## config.mk

```make
export PLATFORM = sky130hd
export DESIGN_NAME = int8_requantize_stochastic_round_unit
export DESIGN_NICKNAME = d
export VERILOG_FILES = /design/src/hw/rtl/irsr_pkg.sv /design/src/hw/rtl/int8_requantize_stochastic_round_unit.sv /design/src/hw/rtl/irsr_shift.sv /design/src/hw/rtl/irsr_round.sv
export SDC_FILE = /design/constraint.sdc
export NUM_CORES = 1
export LEC_CHECK = 0
export BUFFER_PORTS_ARGS = -buffer_cell sky130_fd_sc_hd__buf_2
export CAP_MARGIN = 30
export CORE_MARGIN = 3
export CORE_UTILIZATION = 40
export CTS_CLUSTER_DIAMETER = 80
export DETAILED_ROUTE_END_ITERATION = 10
export GPL_ROUTABILITY_DRIVEN = 0
export GPL_TIMING_DRIVEN = 0
export SLEW_MARGIN = 20
export SYNTH_ARGS = -nofsm -noshare
export SYNTH_HDL_FRONTEND = slang
export SYNTH_SLANG_ARGS = --single-unit
```

## constraint.sdc

```tcl
create_clock -name i_clk -period 9.8 [get_ports i_clk]
set_clock_uncertainty 0.15 [all_clocks]
set_input_delay 0.98 -clock i_clk [delete_from_list [all_inputs] [get_ports i_clk]]
set_output_delay 0.98 -clock i_clk [all_outputs]
set_load 0.005 [all_outputs]
```

## src/hw/rtl/irsr_pkg.sv

```systemverilog
// ----------------------------------------------------------------------------
// irsr_pkg
// Types, constants and helper functions for the int8 stochastic requantizer.
// ----------------------------------------------------------------------------
package irsr_pkg;

    // Field widths.
    localparam int GRAD_W  = 32;
    localparam int SCALE_W = 5;
    localparam int LFSR_W  = 8;
    localparam int QUANT_W = 8;
    localparam int CFG_IDX_W = 2;

    // Configuration register indexes.
    localparam logic [CFG_IDX_W-1:0] CFG_SOURCE_SCALE = 2'd0;
    localparam logic [CFG_IDX_W-1:0] CFG_TARGET_SCALE = 2'd1;
    localparam logic [CFG_IDX_W-1:0] CFG_LFSR_SEED    = 2'd2;

    // Reset values.
    localparam logic [LFSR_W-1:0]  LFSR_RESET  = 8'd1;
    localparam logic [SCALE_W-1:0] SCALE_RESET = 5'd0;

    // Fixed rescale offset: one extra fractional bit on top of the byte drop.
    localparam logic [6:0] SHIFT_OFFSET = 7'd9;

    // Saturation limits of the int8 result.
    localparam logic signed [QUANT_W-1:0] Q_MAX = 8'sd127;
    localparam logic signed [QUANT_W-1:0] Q_MIN = -8'sd128;

    // Sticky-flag events reported by the rounding logic.
    typedef struct packed {
        logic c9_ovf;   // coarse candidate left the int8 range
        logic c8_ovf;   // finer candidate left the int8 range
    } t_round_status;

    // One step of the 8-bit LFSR, taps 7, 5, 4 and 3, shifting left.
    function automatic logic [LFSR_W-1:0] lfsr_step(input logic [LFSR_W-1:0] cur);
        logic fb;
        fb = cur[7] ^ cur[5] ^ cur[4] ^ cur[3];
        return {cur[LFSR_W-2:0], fb};
    endfunction

endpackage

```

## src/hw/rtl/int8_requantize_stochastic_round_unit.sv

```systemverilog
// ----------------------------------------------------------------------------
// int8_requantize_stochastic_round_unit
// Streaming requantizer from signed 32-bit values to int8 with LFSR rounding.
// ----------------------------------------------------------------------------
// The unit takes one item per clock cycle, as long as the output side accepts,
// and returns one result per item, in order; each item passes through the input
// register and then the result register, with the rescale shift and both
// rounding steps done between them. The result register frees itself
// whenever its item is taken, so the input side keeps flowing as long as the
// output side accepts. The scales and the seed may only be written while no
// item is in flight; writing the seed restarts the rounding sequence from it.
module int8_requantize_stochastic_round_unit (
    input  logic        i_clk,
    input  logic        i_rst_n,
    // Input items.
    input  logic        s_tvalid,
    output logic        s_tready,
    input  logic [31:0] s_tdata,    // [31:0] grad_value
    input  logic [0:0]  s_tuser,    // [0] restart_flags
    // Result items.
    output logic        m_tvalid,
    input  logic        m_tready,
    output logic [7:0]  m_tdata,    // [7:0] quant_value
    output logic [1:0]  m_tuser,    // [0] overflow_seen, [1] fits_finer
    // Configuration writes.
    input  logic        i_cfg_valid,
    output logic        o_cfg_ready,
    input  logic [irsr_pkg::CFG_IDX_W-1:0] i_cfg_index,
    input  logic [7:0]  i_cfg_data
);
    import irsr_pkg::*;

    // Configuration and rounding state.
    logic [SCALE_W-1:0] r_source_scale, n_source_scale;
    logic [SCALE_W-1:0] r_target_scale, n_target_scale;
    logic [LFSR_W-1:0]  r_lfsr, n_lfsr;
    logic               r_ovf_flag, n_ovf_flag;
    logic               r_finer_flag, n_finer_flag;

    // Input register.
    logic               r_s1_valid, n_s1_valid;
    logic [GRAD_W-1:0]  r_s1_grad;
    logic               r_s1_restart;

    // Result register.
    logic               r_m_valid, n_m_valid;
    logic [QUANT_W-1:0] r_m_quant;
    logic               r_m_ovf;
    logic               r_m_finer;

    logic               s_accept;
    logic               s1_adv;
    logic               cfg_write;
    logic [GRAD_W-1:0]  scaled;
    logic [LFSR_W-1:0]  lfsr_after;
    logic [QUANT_W-1:0] quant;
    t_round_status      status;
    logic               ovf_base;
    logic               finer_base;

    // Handshakes: the input register moves on whenever the result register is free.
    assign s1_adv      = r_s1_valid && (!r_m_valid || m_tready);
    assign s_tready    = i_rst_n && (!r_s1_valid || s1_adv);
    assign s_accept    = s_tvalid && s_tready;
    assign o_cfg_ready = i_rst_n;
    assign cfg_write   = i_cfg_valid && o_cfg_ready;

    assign m_tvalid = r_m_valid;
    assign m_tdata  = r_m_quant;
    assign m_tuser  = {r_m_finer, r_m_ovf};

    // Rescale and round the item held in the input register.
    irsr_shift u_shift (
        .i_grad         (r_s1_grad),
        .i_source_scale (r_source_scale),
        .i_target_scale (r_target_scale),
        .o_scaled       (scaled)
    );

    irsr_round u_round (
        .i_scaled    (scaled),
        .i_lfsr      (r_lfsr),
        .o_lfsr_next (lfsr_after),
        .o_quant     (quant),
        .o_status    (status)
    );

    // Sticky flags restart before the item when asked to.
    assign ovf_base   = r_s1_restart ? 1'b0 : r_ovf_flag;
    assign finer_base = r_s1_restart ? 1'b1 : r_finer_flag;

    // Next state of configuration, LFSR and flags.
    always_comb begin
        n_source_scale = r_source_scale;
        n_target_scale = r_target_scale;
        n_lfsr         = r_lfsr;
        n_ovf_flag     = r_ovf_flag;
        n_finer_flag   = r_finer_flag;
        if (s1_adv) begin
            n_lfsr       = lfsr_after;
            n_ovf_flag   = ovf_base | status.c9_ovf;
            n_finer_flag = finer_base & ~status.c8_ovf;
        end
        if (cfg_write) begin
            unique case (i_cfg_index)
                CFG_SOURCE_SCALE: n_source_scale = i_cfg_data[SCALE_W-1:0];
                CFG_TARGET_SCALE: n_target_scale = i_cfg_data[SCALE_W-1:0];
                CFG_LFSR_SEED:    n_lfsr         = i_cfg_data;
                default:          n_lfsr         = n_lfsr;
            endcase
        end
    end

    // Valid bits of the two registers.
    always_comb begin
        n_s1_valid = r_s1_valid;
        if (s_accept) begin
            n_s1_valid = 1'b1;
        end else if (s1_adv) begin
            n_s1_valid = 1'b0;
        end
        n_m_valid = r_m_valid;
        if (s1_adv) begin
            n_m_valid = 1'b1;
        end else if (m_tready) begin
            n_m_valid = 1'b0;
        end
    end

    // Control state.
    always_ff @(posedge i_clk) begin
        if (!i_rst_n) begin
            r_source_scale <= SCALE_RESET;
            r_target_scale <= SCALE_RESET;
            r_lfsr         <= LFSR_RESET;
            r_ovf_flag     <= 1'b0;
            r_finer_flag   <= 1'b1;
            r_s1_valid     <= 1'b0;
            r_m_valid      <= 1'b0;
        end else begin
            r_source_scale <= n_source_scale;
            r_target_scale <= n_target_scale;
            r_lfsr         <= n_lfsr;
            r_ovf_flag     <= n_ovf_flag;
            r_finer_flag   <= n_finer_flag;
            r_s1_valid     <= n_s1_valid;
            r_m_valid      <= n_m_valid;
        end
    end

    // Payload registers.
    always_ff @(posedge i_clk) begin
        if (s_accept) begin
            r_s1_grad    <= s_tdata;
            r_s1_restart <= s_tuser[0];
        end
        if (s1_adv) begin
            r_m_quant <= quant;
            r_m_ovf   <= n_ovf_flag;
            r_m_finer <= n_finer_flag;
        end
    end

endmodule

```

## src/hw/rtl/irsr_shift.sv

```systemverilog
// ----------------------------------------------------------------------------
// irsr_shift
// Rescales the incoming value by target_scale + 9 - source_scale positions.
// ----------------------------------------------------------------------------
module irsr_shift (
    input  logic [irsr_pkg::GRAD_W-1:0]  i_grad,
    input  logic [irsr_pkg::SCALE_W-1:0] i_source_scale,
    input  logic [irsr_pkg::SCALE_W-1:0] i_target_scale,
    output logic [irsr_pkg::GRAD_W-1:0]  o_scaled
);
    import irsr_pkg::*;

    logic signed [6:0]         shift_dist;
    logic [SCALE_W-1:0]        right_amt;
    logic signed [GRAD_W-1:0]  grad_s;
    logic [6:0]                neg_dist;

    // Signed distance; positive means a left shift.
    assign shift_dist = $signed({2'b00, i_target_scale} + SHIFT_OFFSET
                                - {2'b00, i_source_scale});
    assign neg_dist   = 7'(-shift_dist);
    assign right_amt  = neg_dist[SCALE_W-1:0];
    assign grad_s     = $signed(i_grad);

    // Left shift keeps the low word and empties out past 31; right shift is arithmetic.
    always_comb begin
        if (shift_dist > 7'sd0) begin
            if (shift_dist >= 7'sd32) begin
                o_scaled = '0;
            end else begin
                o_scaled = i_grad << shift_dist[SCALE_W-1:0];
            end
        end else begin
            o_scaled = GRAD_W'(grad_s >>> right_amt);
        end
    end

endmodule

```

## src/hw/rtl/irsr_round.sv

```systemverilog
// ----------------------------------------------------------------------------
// irsr_round
// Forms the two stochastically rounded candidates and saturates the result.
// ----------------------------------------------------------------------------
module irsr_round (
    input  logic [irsr_pkg::GRAD_W-1:0]  i_scaled,
    input  logic [irsr_pkg::LFSR_W-1:0]  i_lfsr,
    output logic [irsr_pkg::LFSR_W-1:0]  o_lfsr_next,
    output logic [irsr_pkg::QUANT_W-1:0] o_quant,
    output irsr_pkg::t_round_status      o_status
);
    import irsr_pkg::*;

    logic [LFSR_W-1:0]  rnd_a;
    logic [LFSR_W-1:0]  rnd_b;
    logic               up8;
    logic               up9;
    logic signed [24:0] c8;
    logic signed [23:0] c9;

    // The LFSR steps once for each candidate.
    assign rnd_a       = lfsr_step(i_lfsr);
    assign rnd_b       = lfsr_step(rnd_a);
    assign o_lfsr_next = rnd_b;

    // Round up when the dropped byte exceeds the random byte.
    assign up8 = i_scaled[7:0] > rnd_a;
    assign up9 = i_scaled[8:1] > rnd_b;

    // Floor division by 256 and 512 of the signed word, plus the round-up bit.
    assign c8 = $signed({i_scaled[GRAD_W-1], i_scaled[GRAD_W-1:8]}) + $signed({24'd0, up8});
    assign c9 = $signed({i_scaled[GRAD_W-1], i_scaled[GRAD_W-1:9]}) + $signed({23'd0, up9});

    // Range checks against the int8 limits.
    assign o_status.c8_ovf = (c8 > 25'(Q_MAX)) || (c8 < 25'(Q_MIN));
    assign o_status.c9_ovf = (c9 > 24'(Q_MAX)) || (c9 < 24'(Q_MIN));

    // Saturate the coarse candidate.
    always_comb begin
        if (c9 > 24'(Q_MAX)) begin
            o_quant = Q_MAX;
        end else if (c9 < 24'(Q_MIN)) begin
            o_quant = Q_MIN;
        end else begin
            o_quant = c9[QUANT_W-1:0];
        end
    end

endmodule

```

==> results.sh, run 1 <==
export IMPL_grt_total_usage=0.236
export IMPL_grt_pass1_vias=7711
export IMPL_clockBufferDepth=2
export IMPL_numCtsBuffers=9
export IMPL_worstPathRequired_ns=9.72
export IMPL_rsz0062_at_grt="no"
export IMPL_hold_buffers=0
export IMPL_synth_seq_area_share=0.202
export IMPL_postSynthCellCount=941
export IMPL_yosys_cell_count_top_type="nand2_1"
export IMPL_portBuffers=60
export IMPL_nets=1094
export IMPL_fin_cells=1288
export IMPL_ios=61
export IMPL_drv_cap=0
export IMPL_drtIter0Drc=875
export IMPL_tritoncts="built"
export IMPL_finalSetupViolCount=0
export IMPL_grt_max_degree=33
export IMPL_ys_warn_count=0
export IMPL_antenna_cells=0
export IMPL_wl_met3_microns=2390
export IMPL_p_total_uw=1370
export IMPL_slew_violations=0
export IMPL_start_util=0.416
export IMPL_power_density_nw_per_um2=143
export IMPL_die_h_microns=152
export IMPL_outcome="complete, no violations"
export IMPL_cp_start_kind="flop"
export IMPL_drt_wl_total_microns=28300
export IMPL_synthArstFlopShare=0
export IMPL_dr_wl_met2_microns=12400
export IMPL_crit_path_top_delay_cell="o311ai_0"
export IMPL_drive_above_1_share=0.234
export IMPL_setup_tns_ns=0
export IMPL_dp_cells=1272
export IMPL_wl_met1_microns=12400
export IMPL_synth_area_top_cells="edfxtp_1, mux4_2, mux2i_1"
export IMPL_critPathMaxStageDelay_ns=0.55
export IMPL_dr_pass1_iters=5
export IMPL_drtAntennaViolNets=0
export IMPL_wl_per_cell_microns=21.9
export IMPL_htree_levels=3
export IMPL_fp_dieW_microns=152
export IMPL_core_sq_um=20600
export IMPL_synth_top_area_share=0.151
export IMPL_cp_max_fo=10
export IMPL_fill_cells=1997
export IMPL_tightest_slew_ns=0.920
export IMPL_worstSetupEndpointType="flop"
export IMPL_fin_crit_sh=0.889
export IMPL_syn_cell_area_sq_um=8570
export IMPL_vias=8244
export IMPL_via_per_inst=6.40
export IMPL_cpMostUsedCell="ha_1"
export IMPL_rows=52
export IMPL_synthesis_nets=1022
export IMPL_syn2layout_area_growth_pct=11.9
export IMPL_hold_viol=0
export IMPL_ctsResizeCount=0
export IMPL_grt_ovfl_total=0
export IMPL_hold_path_cell_count=2
export IMPL_antenna_found_initial=0
export IMPL_worst_r2r_cell_count=37
export IMPL_synth_area_leader_cell="edfxtp_1"
export IMPL_synthDistinctLibCells=92
export IMPL_max_freq_mhz=115
export IMPL_drc=0
export IMPL_synth_area_per_cell_sq_um=9.11
export IMPL_crit_type="flop to flop"
export IMPL_synth_common_cells="nand2_1, nor2_1, mux2i_1"
export IMPL_root_buffer="clkbuf_16"
export IMPL_synth_ff_type="edfxtp_1"
export IMPL_clkLatencyLatePin_ns=0.35
export IMPL_slew_headroom=0.382
export IMPL_hpwl_microns=22300
export IMPL_cp_arrival_ns=8.63
export IMPL_hold_class="flop to flop"
export IMPL_grt_pass1_wl_microns=44400
export IMPL_dieArea_sq_um=23200
export IMPL_min_period_ns=8.71
export IMPL_top_layer="met4"
export IMPL_post_cts_buffers=0
export IMPL_vdd_drop_max_uv=97.4
export IMPL_path_clk_slew_ns=0.06
export IMPL_leakage_uw=0.00367
export IMPL_clkSinkCount=65
export IMPL_synth_edf_count=43
export IMPL_ys_seq_elements=65
cells in the final DEF, fill, tap and decap left out, drive strengths merged, types with 15 or more instances in the layout:
cell type / count
mux4: 51
ha: 31
xnor2: 21
buf: 102
edfxtp: 43
clkbuf: 40
mux2: 38
inv: 37
o211ai: 33
nor3: 22
o21ai: 60
nand2: 84
nor2: 73
a21oi: 45
nand3: 28
dfxtp: 22
and2: 15
xor2: 15
mux2i: 65
final timing paths:
path | slack (ns) | start | endpoint
setup / recovery | 1.09 | r_target_scale[1] | m_tdata[5]
hold / removal | 0.35 | r_source_scale[4] | r_source_scale[4]
setup reg to reg | 1.09 | r_target_scale[1] | m_tdata[5]
hold reg to reg | 0.35 | r_source_scale[4] | r_source_scale[4]
layout make-up:
cell class                      count  area, sq um  area share
Buffer                             68          392      0.0408
Clock buffer                       13          314      0.0327
Clock inverter                      3         47.5     0.00496
Inverter                           36          135      0.0141
Multi-Input combinational cell    772         6320       0.658
Sequential cell                    65         1730       0.180
Tap cell                          270          338      0.0352
Timing Repair Buffer               61          320      0.0334
critical path: cells and delay by family (launching register included):
kind	cells	cell delay, ns
AO/OA/AOI/OAI	14	2.91
buffers and inverters	11	1.96
multiplexers	1	0.41
flip-flops	1	0.33
adder cells (fa/ha/maj)	6	1.70
AND/OR/NAND/NOR	5	0.95
power by group:
group	total, uW	switching [uW]	internal, uW
logic	657	404	253
registers	324	12.5	312
clock network	389	137	252
total	1370	554	816
state kept, by name, summed over array words and instances (netlist names):
signal / cells
r_finer_flag: 1
r_s1_grad: 32
r_ovf_flag: 1
r_m_ovf: 1
r_s1_valid: 1
r_target_scale: 5
r_m_finer: 1
r_s1_restart: 1
r_lfsr: 8
m_tdata: 8
r_source_scale: 5
m_tvalid: 1
layer usage:
layer  global-route usage  up-vias
met5                    0        -
met4               0.0832        0
met3               0.0412       73
met2                0.364      459
met1                0.336     3923
li1                     -     3789
logic make-up after synthesis:
group / count (synthesis) / synth area share
xor gates and xnor gates: 38 / 0.0448
muxes: 154 / 0.260
and+or+nand+nor: 294 / 0.173
adders and majority gates: 33 / 0.0499
buffers and inverters: 104 / 0.0614
DFF: 65 / 0.202
AOI/OAI and AO/OA: 253 / 0.209
through the flow:
stage	instance area [sq um]	worst slack, ns	hold WS (ns)	utilization
final	9600	1.09	0.352	0.465
after global routing	9600	0.526	0.380	0.465
after CTS	9600	1.23	0.357	0.465
after detailed placement	9230	1.29	0.336	0.448
after global placement	9210	1.29	0.328	0.447
after floorplan	8570	2.65	0.310	-
Power figures use the tool's default switching activity.
==> inputs of run 2 (changes only) <==
--- a/config.mk
+++ b/config.mk
@@ -5,6 +5,7 @@
 export SDC_FILE = /design/constraint.sdc
 export NUM_CORES = 1
 export LEC_CHECK = 0
+export ABC_AREA = 1
 export BUFFER_PORTS_ARGS = -buffer_cell sky130_fd_sc_hd__buf_2
 export CAP_MARGIN = 30
 export CORE_MARGIN = 3
==> run 2 against run 1 <==
Effect of this change: worst setup slack gained 1.5 ns; synthesized cell count increased by 50%; critical path depth rose by 2; final area is 2.9% lower; critical endpoint is now r_m_finer; hold slack got worse by 0.040 ns; highest routed layer unchanged.
==> results.sh, run 2 <==
export IMPL_cpMostUsedCell="nand2_1"
export IMPL_drc=0
export IMPL_root_buffer="clkbuf_16"
export IMPL_core_sq_um=20300
export IMPL_grt_total_usage=0.255
export IMPL_finalSetupViolCount=0
export IMPL_synthSimpleGateAreaFrac=0.541
export IMPL_clkSinkCount=65
export IMPL_wl_per_cell_microns=16.2
export IMPL_grt_pass1_wl_microns=45600
export IMPL_post_cts_buffers=0
export IMPL_fill_cells=2249
export IMPL_synthDistinctLibCells=44
export IMPL_hold_ws_ns=0.312
export IMPL_grt_max_degree=29
export IMPL_outcome="complete, no violations"
export IMPL_rsz0062_at_grt="no"
export IMPL_seqCellArea_sq_um=1730
export IMPL_postSynthCellCount=1410
export IMPL_drtIter0Drc=1115
export IMPL_drive_above_1_share=0.141
export IMPL_critPathMaxStageDelay_ns=0.48
export IMPL_worstSetupEndpointType="flop"
export IMPL_synthMuxAreaShare=0
export IMPL_largest_register="r_s1_grad"
export IMPL_crit_type="flop to flop"
export IMPL_crit_path_top_delay_cell="clkbuf_1"
export IMPL_ios=61
export IMPL_synth_seq_area_share=0.209
export IMPL_ctsResizeCount=0
export IMPL_die_h_microns=150
export IMPL_clockBufferDepth=2
export IMPL_leakage_uw=0.00450
export IMPL_antenna_cells=0
export IMPL_htree_levels=3
export IMPL_synth_area_top_cells="nand3_1, nand2_1, edfxtp_1"
export IMPL_p_total_uw=1630
export IMPL_drt_wl_total_microns=28400
export IMPL_syn_cell_area_sq_um=8290
export IMPL_synth_compound_area_share=0.0800
export IMPL_vdd_drop_max_uv=100
export IMPL_yosys_area_share_xor_xnor=0.0137
export IMPL_fin_crit_sh=0.736
export IMPL_hold_viol=0
export IMPL_numCtsBuffers=9
export IMPL_synthArstFlopShare=0
export IMPL_synth_fa_ha_area_frac=0.0516
export IMPL_synth_top_area_share=0.210
export IMPL_tritoncts="built"
export IMPL_portBuffers=60
export IMPL_synth_edf_count=43
export IMPL_cp_max_fo=10
export IMPL_hold_class="flop to flop"
export IMPL_power_density_nw_per_um2=175
export IMPL_dr_pass1_iters=5
export IMPL_dieArea_sq_um=22500
export IMPL_cp_start_kind="flop"
export IMPL_antenna_found_initial=0
export IMPL_max_freq_mhz=139
export IMPL_slew_headroom=0.616
export IMPL_grt_ovfl_total=0
export IMPL_hpwl_microns=23500
export IMPL_drv_cap=0
export IMPL_path_clk_slew_ns=0.06
export IMPL_finalInstanceArea_sq_um=9320
export IMPL_synth_area_per_cell_sq_um=5.88
export IMPL_drtAntennaViolNets=0
export IMPL_hold_buffers=0
export IMPL_rows=52
export IMPL_ys_warn_count=0
export IMPL_min_period_ns=7.21
export IMPL_yosys_cell_count_top_type="nand2_1"
export IMPL_synth_ff_type="edfxtp_1"
export IMPL_synth_top_family_by_area="simple AND/OR/NAND/NOR gates"
export IMPL_synthesis_nets=1491
export IMPL_vias=9576
export IMPL_final_cell_mix="nand2_1, nand3_1, inv_1"
export IMPL_tightest_slew_ns=0.575
export IMPL_multiInputGateArea_sq_um=5700
export IMPL_setup_tns_ns=0
export IMPL_largest_reg_flops=32
export IMPL_layout_commonest_cell="nand2_1"
export IMPL_start_util=0.408
export IMPL_dpl_cell_area_sq_um=8950
export IMPL_ys_seq_elements=65
export IMPL_synth_common_cells="nand2_1, nand3_1, inv_1"
export IMPL_grt_pass1_vias=8711
export IMPL_nets=1563
export IMPL_cp_arrival_ns=7.16
export IMPL_clkLatencyLatePin_ns=0.34
export IMPL_slew_violations=0
export IMPL_via_per_inst=5.45
export IMPL_fp_dieW_microns=150
export IMPL_worstPathRequired_ns=9.75
export IMPL_syn2layout_area_growth_pct=12.4
export IMPL_synth_area_leader_cell="nand3_1"
## run 2: path summary, 6_finish.rpt
kind | end | start | slack, ns | cells past startpoint
setup / recovery | r_m_finer | r_target_scale[1] | 2.59 | 39
hold / removal | r_target_scale[3] | r_target_scale[3] | 0.31 | 2
setup reg to reg | r_m_finer | r_target_scale[1] | 2.59 | 39
hold reg to reg | r_target_scale[3] | r_target_scale[3] | 0.31 | 2
## run 2: final cells by class
class                           count  area share
Timing Repair Buffer               61      0.0344
Multi-Input combinational cell   1139       0.612
Tap cell                          270      0.0363
Sequential cell                    65       0.186
Inverter                          149      0.0600
Clock inverter                      3     0.00510
Buffer                             57      0.0329
Clock buffer                       13      0.0337
## run 2: kinds of logic (layout without fill, tap and decap cells)
| kind of cell | after synthesis | in the layout |
|---|---|---|
| buf+inv | 206 | 283 |
| compound gates | 117 | 117 |
| xor+xnor | 13 | 13 |
| simple gates | 976 | 976 |
| flops | 65 | 65 |
| fa+ha+maj | 33 | 33 |
## run 2: critical path: cells and delay by family (launching register included)
kind,cells,cell delay [ns]
adders and majority gates,6,1.67
xor gates and xnor gates,1,0.27
DFF,1,0.30
AOI/OAI and AO/OA,7,1.19
and+or+nand+nor,16,1.62
buffers and inverters,9,1.77
## run 2: routing by layer
metal | part of all wire | track usage | vias to the layer above
met2 | 0.44 | 0.399 | 387
li1 | - | - | 4792
met1 | 0.45 | 0.358 | 4330
met3 | 0.077 | 0.0457 | 67
met5 | 0 | 0 | -
met4 | 0.030 | 0.0801 | 0
## run 2: per-stage QoR
step,util,cells,setup slack [ns]
detailed placement,0.441,1741,2.77
global route,0.459,1757,1.93
finish,0.459,1757,2.59
floorplan,-,1410,4.14
CTS,0.459,1757,2.73
global placement,0.440,1740,2.79
## run 2: power by group
group | switching [uW] | internal, uW
registers | 6.15 | 315
clock network | 134 | 252
logic | 644 | 280
